===== config.mk =====
export PLATFORM = sky130hd
export DESIGN_NAME = horn_pulse_hold_pattern_controller_top
export DESIGN_NICKNAME = d
export VERILOG_FILES = /design/src/hdl/hppc_pkg.sv /design/src/hdl/hppc_cfg_regs.sv /design/src/hdl/hppc_core.sv /design/src/hdl/horn_pulse_hold_pattern_controller_top.sv
export SDC_FILE = /design/constraint.sdc
export NUM_CORES = 1
export LEC_CHECK = 0
export BUFFER_PORTS_ARGS = -buffer_cell sky130_fd_sc_hd__buf_2
export CAP_MARGIN = 5
export CORE_MARGIN = 10
export CORE_UTILIZATION = 50
export DETAILED_ROUTE_END_ITERATION = 16
export PLACE_DENSITY = 0.77
export SLEW_MARGIN = 20
export SYNTH_ARGS = -nofsm -noshare
export SYNTH_HDL_FRONTEND = slang
export SYNTH_HIERARCHICAL = 1
export SYNTH_SLANG_ARGS = --single-unit

===== constraint.sdc =====
create_clock -name clk -period 7.9 [get_ports clk]
set_input_delay 0.79 -clock clk [delete_from_list [all_inputs] [get_ports clk]]
set_output_delay 0.79 -clock clk [all_outputs]
set_load 0.01 [all_outputs]

===== src/hdl/hppc_pkg.sv =====
// ----------------------------------------------------------------------------
// hppc_pkg
// Shared types, register indexes and defaults for the horn controller.
// ----------------------------------------------------------------------------
package hppc_pkg;

  // field widths
  localparam int MODE_W    = 3;
  localparam int MS_W      = 16;
  localparam int STEP_IDX_W = 3;
  localparam int STEP_REGS = 5;
  localparam int CFG_IDX_W = 3;

  // default pattern length in steps
  localparam int PATTERN_STEPS_DEF = 5;

  // request kinds
  localparam logic [MODE_W-1:0] MODE_TICK       = 3'd0;
  localparam logic [MODE_W-1:0] MODE_PULSE      = 3'd1;
  localparam logic [MODE_W-1:0] MODE_HOLD_START = 3'd2;
  localparam logic [MODE_W-1:0] MODE_HOLD_STOP  = 3'd3;
  localparam logic [MODE_W-1:0] MODE_PATTERN    = 3'd4;

  // register indexes
  localparam logic [CFG_IDX_W-1:0] REG_STEP_MS_0    = 3'd0;
  localparam logic [CFG_IDX_W-1:0] REG_STEP_MS_4    = 3'd4;
  localparam logic [CFG_IDX_W-1:0] REG_STEP_ON_MASK = 3'd5;

  // register reset values
  localparam logic [MS_W-1:0]      STEP_MS_DEF      = 16'd1000;
  localparam logic [MS_W-1:0]      STEP_MS_LAST_DEF = 16'd2000;
  localparam logic [STEP_REGS-1:0] STEP_ON_MASK_DEF = 5'd21;

  // counter saturation value
  localparam logic [MS_W-1:0] MS_MAX = '1;

  // configuration seen by the core
  typedef struct packed {
    logic [STEP_REGS-1:0][MS_W-1:0] step_ms;
    logic [STEP_REGS-1:0]           step_on_mask;
  } cfg_t;

  // status after one request
  typedef struct packed {
    logic                  horn_on;
    logic                  pulse_busy;
    logic                  hold_busy;
    logic                  pattern_busy;
    logic [STEP_IDX_W-1:0] pattern_index;
  } status_t;

  // saturating increment of a millisecond counter
  function automatic logic [MS_W-1:0] sat_inc(input logic [MS_W-1:0] v);
    return (v == MS_MAX) ? v : v + 1'b1;
  endfunction

endpackage


===== src/hdl/hppc_cfg_regs.sv =====
// ----------------------------------------------------------------------------
// hppc_cfg_regs
// Pattern step lengths and on/off mask, written through a plain write port.
// ----------------------------------------------------------------------------
module hppc_cfg_regs (
  input  logic                           clk,
  input  logic                           rst_n,
  input  logic                           cfg_we,
  input  logic [hppc_pkg::CFG_IDX_W-1:0] cfg_index,
  input  logic [hppc_pkg::MS_W-1:0]      cfg_wdata,
  output hppc_pkg::cfg_t                 cfg
);

  hppc_pkg::cfg_t cfg_r;

  // register writes, indexes past the list are dropped
  always_ff @(posedge clk) begin
    if (!rst_n) begin
      for (int i = 0; i < hppc_pkg::STEP_REGS - 1; i++) begin
        cfg_r.step_ms[i] <= hppc_pkg::STEP_MS_DEF;
      end
      cfg_r.step_ms[hppc_pkg::STEP_REGS-1] <= hppc_pkg::STEP_MS_LAST_DEF;
      cfg_r.step_on_mask <= hppc_pkg::STEP_ON_MASK_DEF;
    end else if (cfg_we) begin
      if (cfg_index <= hppc_pkg::REG_STEP_MS_4) begin
        cfg_r.step_ms[cfg_index] <= cfg_wdata;
      end else if (cfg_index == hppc_pkg::REG_STEP_ON_MASK) begin
        cfg_r.step_on_mask <= cfg_wdata[hppc_pkg::STEP_REGS-1:0];
      end
    end
  end

  assign cfg = cfg_r;

endmodule


===== src/hdl/hppc_core.sv =====
// ----------------------------------------------------------------------------
// hppc_core
// Controller state and its one-request update: pulse, hold and end pattern.
// ----------------------------------------------------------------------------
module hppc_core #(
  parameter int PATTERN_STEPS = hppc_pkg::PATTERN_STEPS_DEF
) (
  input  logic                        clk,
  input  logic                        rst_n,
  input  logic                        req_go,
  input  logic [hppc_pkg::MODE_W-1:0] req_mode,
  input  logic [hppc_pkg::MS_W-1:0]   req_pulse_ms,
  input  hppc_pkg::cfg_t              cfg,
  output hppc_pkg::status_t           status_nxt
);

  localparam int IW = hppc_pkg::STEP_IDX_W;
  localparam int MW = hppc_pkg::MS_W;
  localparam logic [IW-1:0] LAST_STEP_END = IW'(PATTERN_STEPS);

  logic          horn_r, horn_nxt;
  logic          pulse_r, pulse_nxt;
  logic          hold_r, hold_nxt;
  logic          pattern_r, pattern_nxt;
  logic [IW-1:0] step_idx_r, step_idx_nxt;
  logic [MW-1:0] step_el_r, step_el_nxt;
  logic [MW-1:0] pulse_el_r, pulse_el_nxt;
  logic [MW-1:0] pulse_len_r, pulse_len_nxt;

  logic [MW-1:0] step_el_inc;
  logic [MW-1:0] pulse_el_tick;
  logic [MW-1:0] cur_len;
  logic [IW-1:0] next_idx;
  logic          next_on;

  // current step length and on bit of the following step
  always_comb begin
    cur_len = '0;
    if (step_idx_r < IW'(hppc_pkg::STEP_REGS)) begin
      cur_len = cfg.step_ms[step_idx_r];
    end
    next_idx = step_idx_r + 1'b1;
    next_on  = 1'b0;
    if (next_idx < IW'(hppc_pkg::STEP_REGS)) begin
      next_on = cfg.step_on_mask[next_idx];
    end
  end

  assign step_el_inc   = hppc_pkg::sat_inc(step_el_r);
  assign pulse_el_tick = pulse_r ? hppc_pkg::sat_inc(pulse_el_r) : pulse_el_r;

  // next state for the request at hand
  always_comb begin
    horn_nxt      = horn_r;
    pulse_nxt     = pulse_r;
    hold_nxt      = hold_r;
    pattern_nxt   = pattern_r;
    step_idx_nxt  = step_idx_r;
    step_el_nxt   = step_el_r;
    pulse_el_nxt  = pulse_el_r;
    pulse_len_nxt = pulse_len_r;
    unique case (req_mode)
      hppc_pkg::MODE_TICK: begin
        pulse_el_nxt = pulse_el_tick;
        if (pattern_r) begin
          step_el_nxt = step_el_inc;
          if (step_el_inc >= cur_len) begin
            step_el_nxt = '0;
            if (next_idx >= LAST_STEP_END || next_idx == '0) begin
              pattern_nxt  = 1'b0;
              step_idx_nxt = '0;
              horn_nxt     = 1'b0;
            end else begin
              step_idx_nxt = next_idx;
              horn_nxt     = next_on;
            end
          end
        end else if (!hold_r && pulse_r && pulse_el_tick >= pulse_len_r) begin
          horn_nxt  = 1'b0;
          pulse_nxt = 1'b0;
        end
      end
      hppc_pkg::MODE_PULSE: begin
        if (!pulse_r && !hold_r) begin
          horn_nxt      = 1'b1;
          pulse_nxt     = 1'b1;
          pulse_len_nxt = req_pulse_ms;
          pulse_el_nxt  = '0;
        end
      end
      hppc_pkg::MODE_HOLD_START: begin
        if (!hold_r && !pattern_r) begin
          hold_nxt  = 1'b1;
          pulse_nxt = 1'b0;
          horn_nxt  = 1'b1;
        end
      end
      hppc_pkg::MODE_HOLD_STOP: begin
        if (hold_r) begin
          hold_nxt = 1'b0;
          horn_nxt = 1'b0;
        end
      end
      hppc_pkg::MODE_PATTERN: begin
        if (!pattern_r && !pulse_r) begin
          pattern_nxt  = 1'b1;
          step_idx_nxt = '0;
          step_el_nxt  = '0;
          horn_nxt     = cfg.step_on_mask[0];
        end
      end
      default: begin
      end
    endcase
  end

  // state registers, updated once per request
  always_ff @(posedge clk) begin
    if (!rst_n) begin
      horn_r      <= 1'b0;
      pulse_r     <= 1'b0;
      hold_r      <= 1'b0;
      pattern_r   <= 1'b0;
      step_idx_r  <= '0;
      step_el_r   <= '0;
      pulse_el_r  <= '0;
      pulse_len_r <= '0;
    end else if (req_go) begin
      horn_r      <= horn_nxt;
      pulse_r     <= pulse_nxt;
      hold_r      <= hold_nxt;
      pattern_r   <= pattern_nxt;
      step_idx_r  <= step_idx_nxt;
      step_el_r   <= step_el_nxt;
      pulse_el_r  <= pulse_el_nxt;
      pulse_len_r <= pulse_len_nxt;
    end
  end

  // status as it stands after this request
  always_comb begin
    status_nxt.horn_on       = horn_nxt;
    status_nxt.pulse_busy    = pulse_nxt;
    status_nxt.hold_busy     = hold_nxt;
    status_nxt.pattern_busy  = pattern_nxt;
    status_nxt.pattern_index = pattern_nxt ? step_idx_nxt : '0;
  end

endmodule


===== src/hdl/horn_pulse_hold_pattern_controller_top.sv =====
// ----------------------------------------------------------------------------
// horn_pulse_hold_pattern_controller_top
// Horn driver for timed pulses, hold and a configurable end pattern.
// ----------------------------------------------------------------------------
//   channel   direction  payload
//   in_       slave      tdata: mode[2:0], pulse_ms[18:3]
//   out_      master     tdata: horn_on, pulse_busy, hold_busy, pattern_busy,
//                               pattern_index[6:4]
//   cfg_      write      cfg_index selects step_ms_0..4 or step_on_mask
//
// One request per cycle while the result side keeps up; a result is valid once
// its request has passed the input register, then the state update into the
// result register.
// Reset (rst_n low, synchronous) clears the state and loads the default steps.
// A stalled result holds in the result register; the input register keeps
// taking requests as long as it empties in the same cycle.
// ----------------------------------------------------------------------------
module horn_pulse_hold_pattern_controller_top #(
  parameter int PATTERN_STEPS = hppc_pkg::PATTERN_STEPS_DEF
) (
  input  logic                           clk,
  input  logic                           rst_n,
  input  logic                           in_tvalid,
  output logic                           in_tready,
  input  logic [23:0]                    in_tdata,   // mode[2:0], pulse_ms[18:3]
  output logic                           out_tvalid,
  input  logic                           out_tready,
  output logic [7:0]                     out_tdata,  // horn_on, pulse_busy,
                                                     // hold_busy, pattern_busy,
                                                     // pattern_index[6:4]
  input  logic                           cfg_we,
  input  logic [hppc_pkg::CFG_IDX_W-1:0] cfg_index,
  input  logic [hppc_pkg::MS_W-1:0]      cfg_wdata
);

  hppc_pkg::cfg_t    cfg;
  hppc_pkg::status_t status_nxt;
  hppc_pkg::status_t res_r;

  logic                        in_valid_r;
  logic [hppc_pkg::MODE_W-1:0] mode_r;
  logic [hppc_pkg::MS_W-1:0]   pulse_ms_r;
  logic                        out_valid_r;
  logic                        req_go;

  // request moves into the result register when that register frees up
  assign req_go    = in_valid_r && (!out_valid_r || out_tready);
  assign in_tready = !in_valid_r || req_go;

  // input register
  always_ff @(posedge clk) begin
    if (!rst_n) begin
      in_valid_r <= 1'b0;
    end else if (in_tready) begin
      in_valid_r <= in_tvalid;
    end
  end

  always_ff @(posedge clk) begin
    if (in_tready && in_tvalid) begin
      mode_r     <= in_tdata[2:0];
      pulse_ms_r <= in_tdata[18:3];
    end
  end

  // configuration registers
  hppc_cfg_regs u_cfg (
    .clk       (clk),
    .rst_n     (rst_n),
    .cfg_we    (cfg_we),
    .cfg_index (cfg_index),
    .cfg_wdata (cfg_wdata),
    .cfg       (cfg)
  );

  // controller state and update
  hppc_core #(
    .PATTERN_STEPS (PATTERN_STEPS)
  ) u_core (
    .clk          (clk),
    .rst_n        (rst_n),
    .req_go       (req_go),
    .req_mode     (mode_r),
    .req_pulse_ms (pulse_ms_r),
    .cfg          (cfg),
    .status_nxt   (status_nxt)
  );

  // result register
  always_ff @(posedge clk) begin
    if (!rst_n) begin
      out_valid_r <= 1'b0;
    end else if (req_go) begin
      out_valid_r <= 1'b1;
    end else if (out_tready) begin
      out_valid_r <= 1'b0;
    end
  end

  always_ff @(posedge clk) begin
    if (req_go) begin
      res_r <= status_nxt;
    end
  end

  assign out_tvalid = out_valid_r;
  assign out_tdata  = {1'b0, res_r.pattern_index, res_r.pattern_busy,
                       res_r.hold_busy, res_r.pulse_busy, res_r.horn_on};

  // pulse and hold never pending together
  a_pulse_hold_excl: assert property (@(posedge clk) disable iff (!rst_n)
    out_valid_r |-> !(res_r.pulse_busy && res_r.hold_busy))
    else $error("pulse and hold both active");

  // step index reads zero while the pattern is idle
  a_idle_index: assert property (@(posedge clk) disable iff (!rst_n)
    (out_valid_r && !res_r.pattern_busy) |-> (res_r.pattern_index == '0))
    else $error("pattern index set while pattern idle");

  // step index stays within the pattern
  a_index_range: assert property (@(posedge clk) disable iff (!rst_n)
    out_valid_r |-> (res_r.pattern_index < hppc_pkg::STEP_IDX_W'(PATTERN_STEPS)))
    else $error("pattern index past last step");

  // a taken request is held in the input register next cycle
  a_in_capture: assert property (@(posedge clk) disable iff (!rst_n)
    (in_tvalid && in_tready) |=> in_valid_r)
    else $error("accepted request lost");

endmodule


# Word level (Yosys, flattened, before mapping)
# Cells that the tools add are included.
dict set report classes {
  n_div 0
  reduce_logical 26
  n_mux 46
  bitwise_logic 1
  eq_ne 10
  shift 0
  n_addsub 3
  magnitude_cmp 10
  multipliers 0
}
# operator count
set op_table {}
lappend op_table {{two-way mux 16 bit} 10}
lappend op_table {{bitwise mux 80 bit} 1}
lappend op_table {{case mux 16 bit (2 select lines)} 2}
lappend op_table {{binary-select mux 16 bit (select 3 bit)} 1}
lappend op_table {{demux 16 bit (select 3 bit)} 1}
lappend op_table {{adder 16 x 1 -> 16 bit (second input constant)} 2}
lappend op_table {{equality test 16 bit (second input constant)} 2}
lappend op_table {{>= comparator 16 bit} 2}
lappend op_table {{two-way mux 1 bit} 21}
lappend op_table {{less-than comparator 3 x 4 -> 1 bit (second input constant)} 3}
lappend op_table {{two-way mux 3 bit} 4}
lappend op_table {{AND reduction 3 bit} 3}
lappend op_table {{logical AND 1 bit} 8}
lappend op_table {{equality test 3 x 2 -> 1 bit (second input constant)} 2}
lappend op_table {{equality test 3 bit (second input constant)} 2}
lappend op_table {{logical NOT 3 bit} 2}
lappend op_table {{less-than comparator 3 bit (second input constant)} 2}
lappend op_table {{inequality test 2 x 1 -> 1 bit (second input constant)} 3}
lappend op_table {{case mux 3 bit (2 select lines)} 1}
lappend op_table {{nonzero test 2 bit} 3}
lappend op_table {{logical NOT 1 bit} 5}
lappend op_table {{case mux 1 bit (5 select lines)} 1}
lappend op_table {{case mux 1 bit (2 select lines)} 2}
lappend op_table {{AND reduction 4 bit} 1}
lappend op_table {{other kinds (10)} 12}
dict set report word_totals {
  ff_bits 168
  ramBits 0
  romBits 0
  mem_count 0
  latch_bits 0
  output_inout_bits 10
}

# Logic depth before layout (Yosys ltp)
# Gate-level depths: netlist of run 1.
dict set report depth {
  word_depth 8
  depth_mapped 16
  mapped_depth_nobuf 13
}

# Modules after synthesis
# Netlist of run 1, hierarchy kept.
# module instances area_each_um2 cells_per_inst seq_area_each_um2
set modules_own_cells {}
lappend modules_own_cells {hppc_core 1 4626.9 557 1101.1}
lappend modules_own_cells {hppc_cfg_regs 1 3264.4 307 1701.6}
lappend modules_own_cells {horn_pulse_hold_pattern_controller_top 1 895.9 37 820.8}

# Worst setup path after synthesis of run 1
# Ideal clock, no wire load.
dict set report synth_path {
  path_kind {flip-flop to flip-flop}
  from {register u_core.step_el_r[0]}
  to {register res_r, in the netlist out_tdata[3], data pin}
  period_less_slack_ns 3.962
  t_required_ns 7.649
  n_path_buf 1
  setup_ns 0.251
  stages_incl_launch_ff 14
  arrival_time_ns 3.711
  setup_slack_ns 3.938
  path_cell_list {dfxtp_1 ha_1 nand3_1 nor3_1 and3_1 mux2_2 ha_1 nand4_2 or3_4 nor4_4 nor3_2 o41ai_4 inv_2 buf_4}
}
dict set report synth_between {
  elab_chain_len 6
}
# element line
set synth_rtl {}
lappend synth_rtl {{start, declared} hppc_core.sv:26} ;# logic [MW-1:0] step_el_r, step_el_nxt;
lappend synth_rtl {{start signal, assigned} hppc_core.sv:134} ;# step_el_r <= step_el_nxt;
lappend synth_rtl {{adder 16 x 1 -> 16 bit / equality test 16 bit (equally long branches)} hppc_pkg.sv:54} ;# return (v == MS_MAX) ? v : v + 1'b1;
lappend synth_rtl {{two-way mux 16 bit *} hppc_pkg.sv:54}
lappend synth_rtl {{>= comparator 16 bit *} hppc_core.sv:67} ;# if (step_el_inc >= cur_len) begin
lappend synth_rtl {{two-way mux 1 bit *} hppc_core.sv:67}
lappend synth_rtl {{two-way mux 1 bit *} hppc_core.sv:65} ;# if (pattern_r) begin
lappend synth_rtl {{case mux 1 bit (2 select lines) *} hppc_core.sv:62} ;# unique case (req_mode)
lappend synth_rtl {{via u_core.pattern_nxt} hppc_core.sv:24} ;# logic pattern_r, pattern_nxt;
lappend synth_rtl {{end signal, assigned} horn_pulse_hold_pattern_controller_top.sv:102} ;# res_r <= status_nxt;
lappend synth_rtl {{end, declared} horn_pulse_hold_pattern_controller_top.sv:38} ;# hppc_pkg::status_t res_r;
# The timed path passes the listed nets; every way through them passes the cells marked *.
# A chain may end at the register's enable or synchronous reset.

# Worst setup path in the final report of run 1
dict set report layout_path {
  from {register u_core.step_el_r[0]}
  to {register u_core.step_el_r[1]}
}
dict set report layout_between {
  elab_chain_len 6
}
# element line
set layout_rtl {}
lappend layout_rtl {{adder 16 x 1 -> 16 bit / equality test 16 bit (equally long branches)} hppc_pkg.sv:54}
lappend layout_rtl {{two-way mux 16 bit *} hppc_pkg.sv:54}
lappend layout_rtl {{>= comparator 16 bit} hppc_core.sv:67}
lappend layout_rtl {{two-way mux 16 bit *} hppc_core.sv:67}
lappend layout_rtl {{two-way mux 16 bit *} hppc_core.sv:65}
lappend layout_rtl {{case mux 16 bit (2 select lines) *} hppc_core.sv:62}
# Mark *: on every way between the ends. The rest lies on a longest branch, timed or not. The select of a mux whose other input is x is not followed.

==> reports/results.tsv, run 1 <==
stage	metric	value	unit
synthesis	count of distinct cell types in the synthesized netlist	82	
synthesis	number of enable-type register cells in the synthesized netlist	26	
clocking	post-CTS sizing	0	
synthesis	synthesized area divided by synthesized cell count	9.75	sq um
sta	final setup TNS	0	ns
cells_and_area	multi-input combinational cell area	0.00479	sq mm
clocking	maximum clock path buffer count	2	
grt	number of antenna violations at the first check in global routing	0	
synthesis	synthesized area	0.00879	sq mm
clocking	TritonCTS Buffers	17	
synthesis	Ys Warns	6	
sta	Final Max Slew Viols	0	
run_status	run status	finished, final reports clean	
clocking	Clock transition at path regs	0.06	ns
cells_and_area	area used by sequential logic in the layout	0.00362	sq mm
critical_path	number of cells traversed by the worst register-to-register path	13	
sta	headroom to the max-slew limit	26.2	%
grt	number of global-route vias before repair	6248	
sta	FMAX	217	MHz
grt	global-route total usage across every layer	15.8	%
placement	final HPWL from detailed placement	13.0	mm
cells_and_area	most used cells in the layout excluding fill and tap cells	142 x sky130_fd_sc_hd__dfxtp_1, 140 x sky130_fd_sc_hd__nand2_1, 88 x sky130_fd_sc_hd__mux2i_1, 50 x sky130_fd_sc_hd__buf_2, 48 x sky130_fd_sc_hd__a21oi_1	
floorplanning	initial cell density of the core	51.0	%
route	initial detailed-routing violation count	568	
sta	period utilization	58.2	%
floorplanning	core box area	0.0172	sq mm
sta	final count of hold timing violations	0	
clocking	CTS tree	done	
synthesis	most frequently used flop master after synthesis	sky130_fd_sc_hd__dfxtp_1	
cells_and_area	commonest non-fill, non-tap cell in the layout	sky130_fd_sc_hd__dfxtp_1	
cells_and_area	number of antenna repair diodes	0	
job	reported max-cap violation count	0	
floorplanning	Die Outline Area	0.0233	sq mm
critical_path	maximum fanout along the worst path	15	
route	Vias/cell	5.73	
clocking	clock network latency to the later pin of the worst-skew pair	0.43	ns
sta	setup repair after global routing missed its margin	no	
route	routed len/inst	16.4	microns
floorplanning	Die Ht	153	microns
grt	maximum number of pins on one net before global-route repair	80	
critical_path	startpoint type of the worst setup path	flip-flop	
synthesis	number of synthesized register bits	168	
sta	transition at the pin with the smallest max-transition slack	1.10	ns
floorplanning	number of core rows	48	
clocking	total clock sinks	168	
clocking	# hold bufs at CTS	0	
route	wire length after detailed routing	19.1	mm
critical_path	Crit path arrival time	4.95	ns
synthesis	Syn Nets	986	
grt	global-route wire length before repair	31.0	mm
critical_path	Worst Path Required	8.25	ns
cells_and_area	number of fillers in the final layout	1451	
route	DR vias	6654	
synthesis	top-area cell type share of the netlist area	32.4	%
floorplanning	I/O Pins	58	
synthesis	portion of the post-synthesis area used by sequential elements	41.2	%
clocking	number of buffers inserted to repair setup after CTS	0	
synthesis	leading post-synthesis cells by cell area	sky130_fd_sc_hd__dfxtp_1 32%, sky130_fd_sc_hd__mux2i_1 10%, sky130_fd_sc_hd__edfxtp_1 8.9%	
clocking	Clock Root Buffer	sky130_fd_sc_hd__clkbuf_16	
synthesis	async set or reset register ratio after synthesis	0	%
route	residual DRC count	0	
synthesis	synthesized netlist cell count	901	
floorplanning	die boundary width	153	microns
placement	PortBufs	51	
route	antenna violation net count after detailed routing	0	
sta	# setup viols final	0	
critical_path	nature of the critical path endpoint	flip-flop	
cells_and_area	share of final-layout standard cells stronger than drive strength 1	15.0	%
power	worst ir drop on vdd	0.128	mV
cells_and_area	number of nets in the layout	1010	
power	total power density per cell area	185	mW/mm^2
placement	gpl congestion	0.859	
power	Final Power	1.79	mW
cells_and_area	Area growth, synth to finish	10.1	%
sta	crit path time final	4.60	ns
worst_hold_path	hold-critical path depth	2	
worst_hold_path	kind of path behind the tightest hold check	flip-flop to flip-flop	
power	Pleak	3.90	nW
grt	global route overflow	0	
route	DR pass1 iterations	6	
critical_path	type of the worst setup path	flip-flop to flip-flop	
sta	maximum clock skew at final layout	0.00906	ns
clocking	count of H-tree levels built during CTS	4	
synthesis	cell type with the largest total area after synthesis	sky130_fd_sc_hd__dfxtp_1	
## path summary, 6_finish.rpt
path | startpoint | end | slack, ns
worst max-delay path | u_core/step_el_r[0]$_SDFFE_PN0P_ | u_core/step_el_r[1]$_SDFFE_PN0P_ | 3.30
worst min-delay path | u_core/pulse_len_r[12]$_SDFFE_PN0P_ | u_core/pulse_len_r[12]$_SDFFE_PN0P_ | 0.45
worst max register to register | u_core/step_el_r[0]$_SDFFE_PN0P_ | u_core/step_el_r[1]$_SDFFE_PN0P_ | 3.30
worst min register to register | u_core/pulse_len_r[12]$_SDFFE_PN0P_ | u_core/pulse_len_r[12]$_SDFFE_PN0P_ | 0.45
## layer usage
layer | track usage (%) | part of all wire, % | vias to the layer above
met5 | 0 | 0 | -
met4 | 4.31 | 1.3 | 0
met3 | 3.39 | 4.0 | 20
met2 | 25.0 | 46 | 165
met1 | 21.2 | 48 | 3171
li1 | - | - | 3298
## registers in the layout (all words and copies together) (netlist names)
signal / cells
u_core/pulse_r: 1
u_core/horn_r: 1
u_core/pulse_len_r: 16
mode_r: 3
in_valid_r: 1
u_core/step_idx_r: 3
out_tvalid: 1
out_tdata: 7
u_core/hold_r: 1
u_core/step_el_r: 16
u_cfg/cfg: 85
pulse_ms_r: 16
u_core/pattern_r: 1
u_core/pulse_el_r: 16
## cell usage after synthesis (23+ instances only)
| cell type | n |
|---|---|
| sky130_fd_sc_hd__a31oi_1 | 23 |
| sky130_fd_sc_hd__mux2i_1 | 88 |
| sky130_fd_sc_hd__ha_1 | 37 |
| sky130_fd_sc_hd__nand3_1 | 23 |
| sky130_fd_sc_hd__inv_1 | 26 |
| sky130_fd_sc_hd__nor2b_1 | 46 |
| sky130_fd_sc_hd__a21oi_1 | 49 |
| sky130_fd_sc_hd__nor2_1 | 29 |
| sky130_fd_sc_hd__dfxtp_1 | 142 |
| sky130_fd_sc_hd__edfxtp_1 | 26 |
| sky130_fd_sc_hd__nand2_1 | 140 |
| sky130_fd_sc_hd__clkbuf_1 | 26 |
## layout make-up
class                      count  share of cell area [%]
tap                          225                    2.91
timing repair buffer          60                    3.36
multi-input combinational    650                    49.5
clock inverter                13                    1.22
inverter                      28                    1.09
sequential                   168                    37.5
clock buffer                  18                    4.44
## kinds of logic (layout without fill, tap and decap cells)
family / after synthesis / in the layout / synth area share [%]
AOI/OAI and AO/OA: 159 / 159 / 12.4
xor gates and xnor gates: 20 / 20 / 1.99
adders and majority gates: 37 / 37 / 5.27
buffers and inverters: 83 / 119 / 4.37
DFF: 168 / 168 / 41.2
muxes: 111 / 111 / 15.2
other: 1 / 1 / 0.0427
and+or+nand+nor: 322 / 322 / 19.5
## worst max-delay path, cell delays in order, from the launching register on
cell and delay (ns):
sky130_fd_sc_hd__dfxtp_1 0.44, sky130_fd_sc_hd__ha_1 0.29, sky130_fd_sc_hd__nand3_1 0.21, sky130_fd_sc_hd__nor3_1 0.52, sky130_fd_sc_hd__nand2_1 0.39, sky130_fd_sc_hd__nand2_1 0.19
sky130_fd_sc_hd__xnor2_1 0.17, sky130_fd_sc_hd__ha_1 0.29, sky130_fd_sc_hd__a21oi_1 0.18, sky130_fd_sc_hd__nor3_1 0.06, sky130_fd_sc_hd__or4_1 0.69, sky130_fd_sc_hd__nor4_4 0.70
sky130_fd_sc_hd__a31oi_1 0.22, sky130_fd_sc_hd__o21ai_0 0.17
## power by group
part,leakage (nW),switching (mW),total (mW),internal [mW]
sequential,1.40,0.0116,0.900,0.888
combinational,2.22,0.0603,0.102,0.0417
clock,0.274,0.352,0.787,0.436
## stage by stage
| stage | setup slack (ns) | utilization (%) | cell area [sq um] | cells | hold WS, ns |
|---|---|---|---|---|---|
| final | 3.30 | 56.1 | 9670 | 1162 | 0.454 |
| after CTS | 3.34 | 56.1 | 9670 | 1162 | 0.457 |
| after detailed placement | 3.37 | 52.9 | 9120 | 1131 | 0.446 |
| after floorplan | 3.94 | - | 8790 | 901 | 0.432 |
| after global routing | 2.95 | 56.1 | 9670 | 1162 | 0.473 |
| after global placement | 3.35 | 52.9 | 9120 | 1131 | 0.441 |
Power figures use the tool's default switching activity.
==> run 2: changes to the inputs <==
--- a/config.mk
+++ b/config.mk
@@ -10,7 +10,7 @@
 export CORE_MARGIN = 10
 export CORE_UTILIZATION = 50
 export DETAILED_ROUTE_END_ITERATION = 16
-export PLACE_DENSITY = 0.77
+export PLACE_DENSITY = 0.79
 export SLEW_MARGIN = 20
 export SYNTH_ARGS = -nofsm -noshare
 export SYNTH_HDL_FRONTEND = slang
==> constraint.sdc (replaced) <==
create_clock -name clk -period 3.9 [get_ports clk]
set_input_delay 0.39 -clock clk [delete_from_list [all_inputs] [get_ports clk]]
set_output_delay 0.39 -clock clk [all_outputs]
set_load 0.01 [all_outputs]
==> run 2 against run 1 <==
Compared with the run above:
- global-route usage up 1.2 points
- register-to-register slack worse by 3.1 ns
- power up 110%
- final cell count up 2.0%
- combinational power up 110%
- worst hold slack worse by 0.33 ns
- clock-buffer cell count up 3
- non-clock buffer count up 22
- worst setup slack worse by 3.1 ns
- sequential share of layout area down 1.0 points
- maximum frequency up 24%
- critical path type unchanged
- largest cell class unchanged
==> reports/results.tsv, run 2 (synthesized netlist as in run 1, its figures left out) <==
stage	metric	value	unit	change
power	worst ir drop on vdd	0.348	mV	+170%
grt	global route overflow	0		unchanged
critical_path	library cell appearing most often on the critical path	sky130_fd_sc_hd__nor4_4		
job	reported max-cap violation count	0		unchanged
sta	final count of hold timing violations	0		unchanged
critical_path	number of cells traversed by the worst register-to-register path	14		+1
route	Vias/cell	5.86		+2.3%
critical_path	largest stage delay on the critical path	0.45	ns	-0.25 ns
route	wire length after detailed routing	20.2	mm	+6.1%
critical_path	beginning of the worst register-to-register path	u_core/step_el_r[1]$_SDFFE_PN0P_		
power	total power density per cell area	370	mW/mm^2	+100%
grt	global-route total usage across every layer	17.0	%	+1.2 points
cells_and_area	Area growth, synth to finish	13.1	%	
clocking	CTS tree	done		
floorplanning	I/O Pins	58		unchanged
critical_path	Register-to-Register Setup Slack	0.19	ns	-3.11 ns
sta	# setup viols final	0		unchanged
critical_path	RR Endpoint	u_core/step_el_r[0]$_SDFFE_PN0P_		
worst_hold_path	kind of path behind the tightest hold check	input pin to flip-flop		
grt	global-route wire length before repair	33.2	mm	+7.1%
cells_and_area	share of final-layout standard cells stronger than drive strength 1	17.7	%	+2.7 points
run_status	run status	finished, final reports clean		
sta	FMAX	269	MHz	+24%
critical_path	standard cell with the maximum stage delay on the critical path	sky130_fd_sc_hd__or3_4		
route	residual DRC count	0		unchanged
placement	gpl congestion	0.888		+3.5%
clocking	Clock Root Buffer	sky130_fd_sc_hd__clkbuf_16		
critical_path	Worst setup endpoint	u_core/step_el_r[0]$_SDFFE_PN0P_		
sta	Final Max Slew Viols	0		unchanged
route	initial detailed-routing violation count	711		+25%
floorplanning	Die Ht	153	microns	unchanged
critical_path	worst path cell trace	ha_2 > nand3_1 > nor3_4 > and3_1 > mux2_2 > ha_1 > nand4_2 > or3_4 > nor4_4 > buf_4 > nor4_4 > buf_12 > a31oi_1 > mux2i_1		
floorplanning	die boundary width	153	microns	unchanged
sta	worst hold margin	0.127	ns	-0.327 ns
floorplanning	Die Outline Area	0.0233	sq mm	unchanged
cells_and_area	area used by sequential logic in the layout	0.00362	sq mm	unchanged
critical_path	maximum fanout along the worst path	15		unchanged
cells_and_area	commonest non-fill, non-tap cell in the layout	sky130_fd_sc_hd__dfxtp_1		
cells_and_area	number of antenna repair diodes	0		unchanged
grt	maximum number of pins on one net before global-route repair	71		-11%
power	Pleak	4.05	nW	+3.9%
cells_and_area	number of nets in the layout	1032		+2.2%
clocking	count of H-tree levels built during CTS	4		unchanged
critical_path	nature of the critical path endpoint	flip-flop		
sta	final setup TNS	0	ns	unchanged
cells_and_area	most used cells in the layout excluding fill and tap cells	142 x sky130_fd_sc_hd__dfxtp_1, 140 x sky130_fd_sc_hd__nand2_1, 88 x sky130_fd_sc_hd__mux2i_1, 50 x sky130_fd_sc_hd__buf_2, 48 x sky130_fd_sc_hd__a21oi_1		
critical_path	Worst Path Required	4.22	ns	-4.03 ns
cells_and_area	number of fillers in the final layout	1430		-1.4%
sta	period utilization	95.2	%	+37 points
sta	transition at the pin with the smallest max-transition slack	1.09	ns	-0.00723 ns
clocking	total clock sinks	168		unchanged
sta	maximum clock skew at final layout	0.0110	ns	+0.00198 ns
floorplanning	initial cell density of the core	51.0	%	unchanged
route	antenna violation net count after detailed routing	0		unchanged
sta	crit path time final	3.71	ns	-0.886 ns
clocking	maximum clock path buffer count	2		unchanged
clocking	TritonCTS Buffers	17		unchanged
route	DR pass1 iterations	5		-1
grt	number of antenna violations at the first check in global routing	0		unchanged
cells_and_area	number of flip-flops in the largest register	85		unchanged
cells_and_area	Final Instance Count excl. Fillers	1185		+2.0%
placement	dpl cells	1152		+1.9%
critical_path	Worst setup startpoint	u_core/step_el_r[1]$_SDFFE_PN0P_		
sta	headroom to the max-slew limit	26.9	%	+0.74 points
floorplanning	number of core rows	48		unchanged
placement	PortBufs	51		unchanged
critical_path	type of the worst setup path	flip-flop to flip-flop		
critical_path	startpoint type of the worst setup path	flip-flop		
route	DR vias	6942		+4.3%
grt	number of global-route vias before repair	6790		+8.7%
floorplanning	core box area	0.0172	sq mm	unchanged
placement	final HPWL from detailed placement	13.7	mm	+5.4%
critical_path	Crit path arrival time	4.03	ns	-0.92 ns
clocking	clock network latency to the later pin of the worst-skew pair	0.43	ns	about the same
route	routed len/inst	17.1	microns	+4.0%
cells_and_area	multi-input combinational cell area	0.00484	sq mm	+0.97%
clocking	Clock transition at path regs	0.07	ns	about the same
==> run 2: final cells by class <==
class	instances	area share, %
multi-input cells	650	48.7
clock inverters	11	0.868
repair buffers	82	5.18
well taps	225	2.83
clock buffers	21	4.96
inverters	28	1.06
flip-flops and latches	168	36.4
==> run 2: metrics by stage <==
step           total power, mW  cell area (sq um)  util [%]  worst slack, ns
3_5_place_dp              2.07               9310      54.0            0.235
6_report                  3.68               9940      57.7            0.187
5_1_grt                   3.79               9940      57.7          -0.0188
3_3_place_gp              2.06               9310      54.0            0.278
4_1_cts                   3.69               9890      57.4            0.176
2_1_floorplan             2.00               8790         -           0.0938
==> run 2: metal layers <==
| layer | wire (microns) | vias up | global-route usage, % |
|---|---|---|---|
| met5 | 0 | - | 0 |
| met4 | 361 | 0 | 6.31 |
| met1 | 9260 | 3338 | 22.4 |
| met3 | 1160 | 38 | 3.67 |
| met2 | 9460 | 224 | 26.6 |
| li1 | - | 3342 | - |
==> run 2: where the power goes <==
group,switching [mW],internal (mW)
registers,0.0234,1.80
logic,0.125,0.0862
clock network,0.729,0.914
total,0.877,2.80
==> run 2: timing repair <==
item	4_1_cts	5_1_grt
hold buffers	0	0
setup buffers	0	1
resized for setup	0	7
endpoints found under the setup margin	0	13
==> run 2: how the worst min path moves through the flow <==
stage,start,endpoint,cells after the start
5_1_grt,in_tdata[16],pulse_ms_r[13]$_DFFE_PP_,1
6_report,in_tdata[6],pulse_ms_r[3]$_DFFE_PP_,1
2_1_floorplan,u_cfg/cfg[37]$_SDFFE_PN0P_,u_cfg/cfg[37]$_SDFFE_PN0P_,2
3_5_place_dp,u_core/pulse_len_r[5]$_SDFFE_PN0P_,u_core/pulse_len_r[5]$_SDFFE_PN0P_,2
4_1_cts,in_tdata[6],pulse_ms_r[3]$_DFFE_PP_,1
3_3_place_gp,u_cfg/cfg[47]$_SDFFE_PN0P_,u_cfg/cfg[47]$_SDFFE_PN0P_,2
==> run 2: worst max-delay path: cells and delay by family, from the launching register on <==
| kind | cells | cell delay [ns] |
|---|---|---|
| AO/OA/AOI/OAI | 1 | 0.23 |
| adder cells (fa/ha/maj) | 2 | 0.57 |
| flip-flops | 1 | 0.40 |
| multiplexers | 2 | 0.46 |
| buffers and inverters | 2 | 0.36 |
| AND/OR/NAND/NOR | 7 | 1.56 |
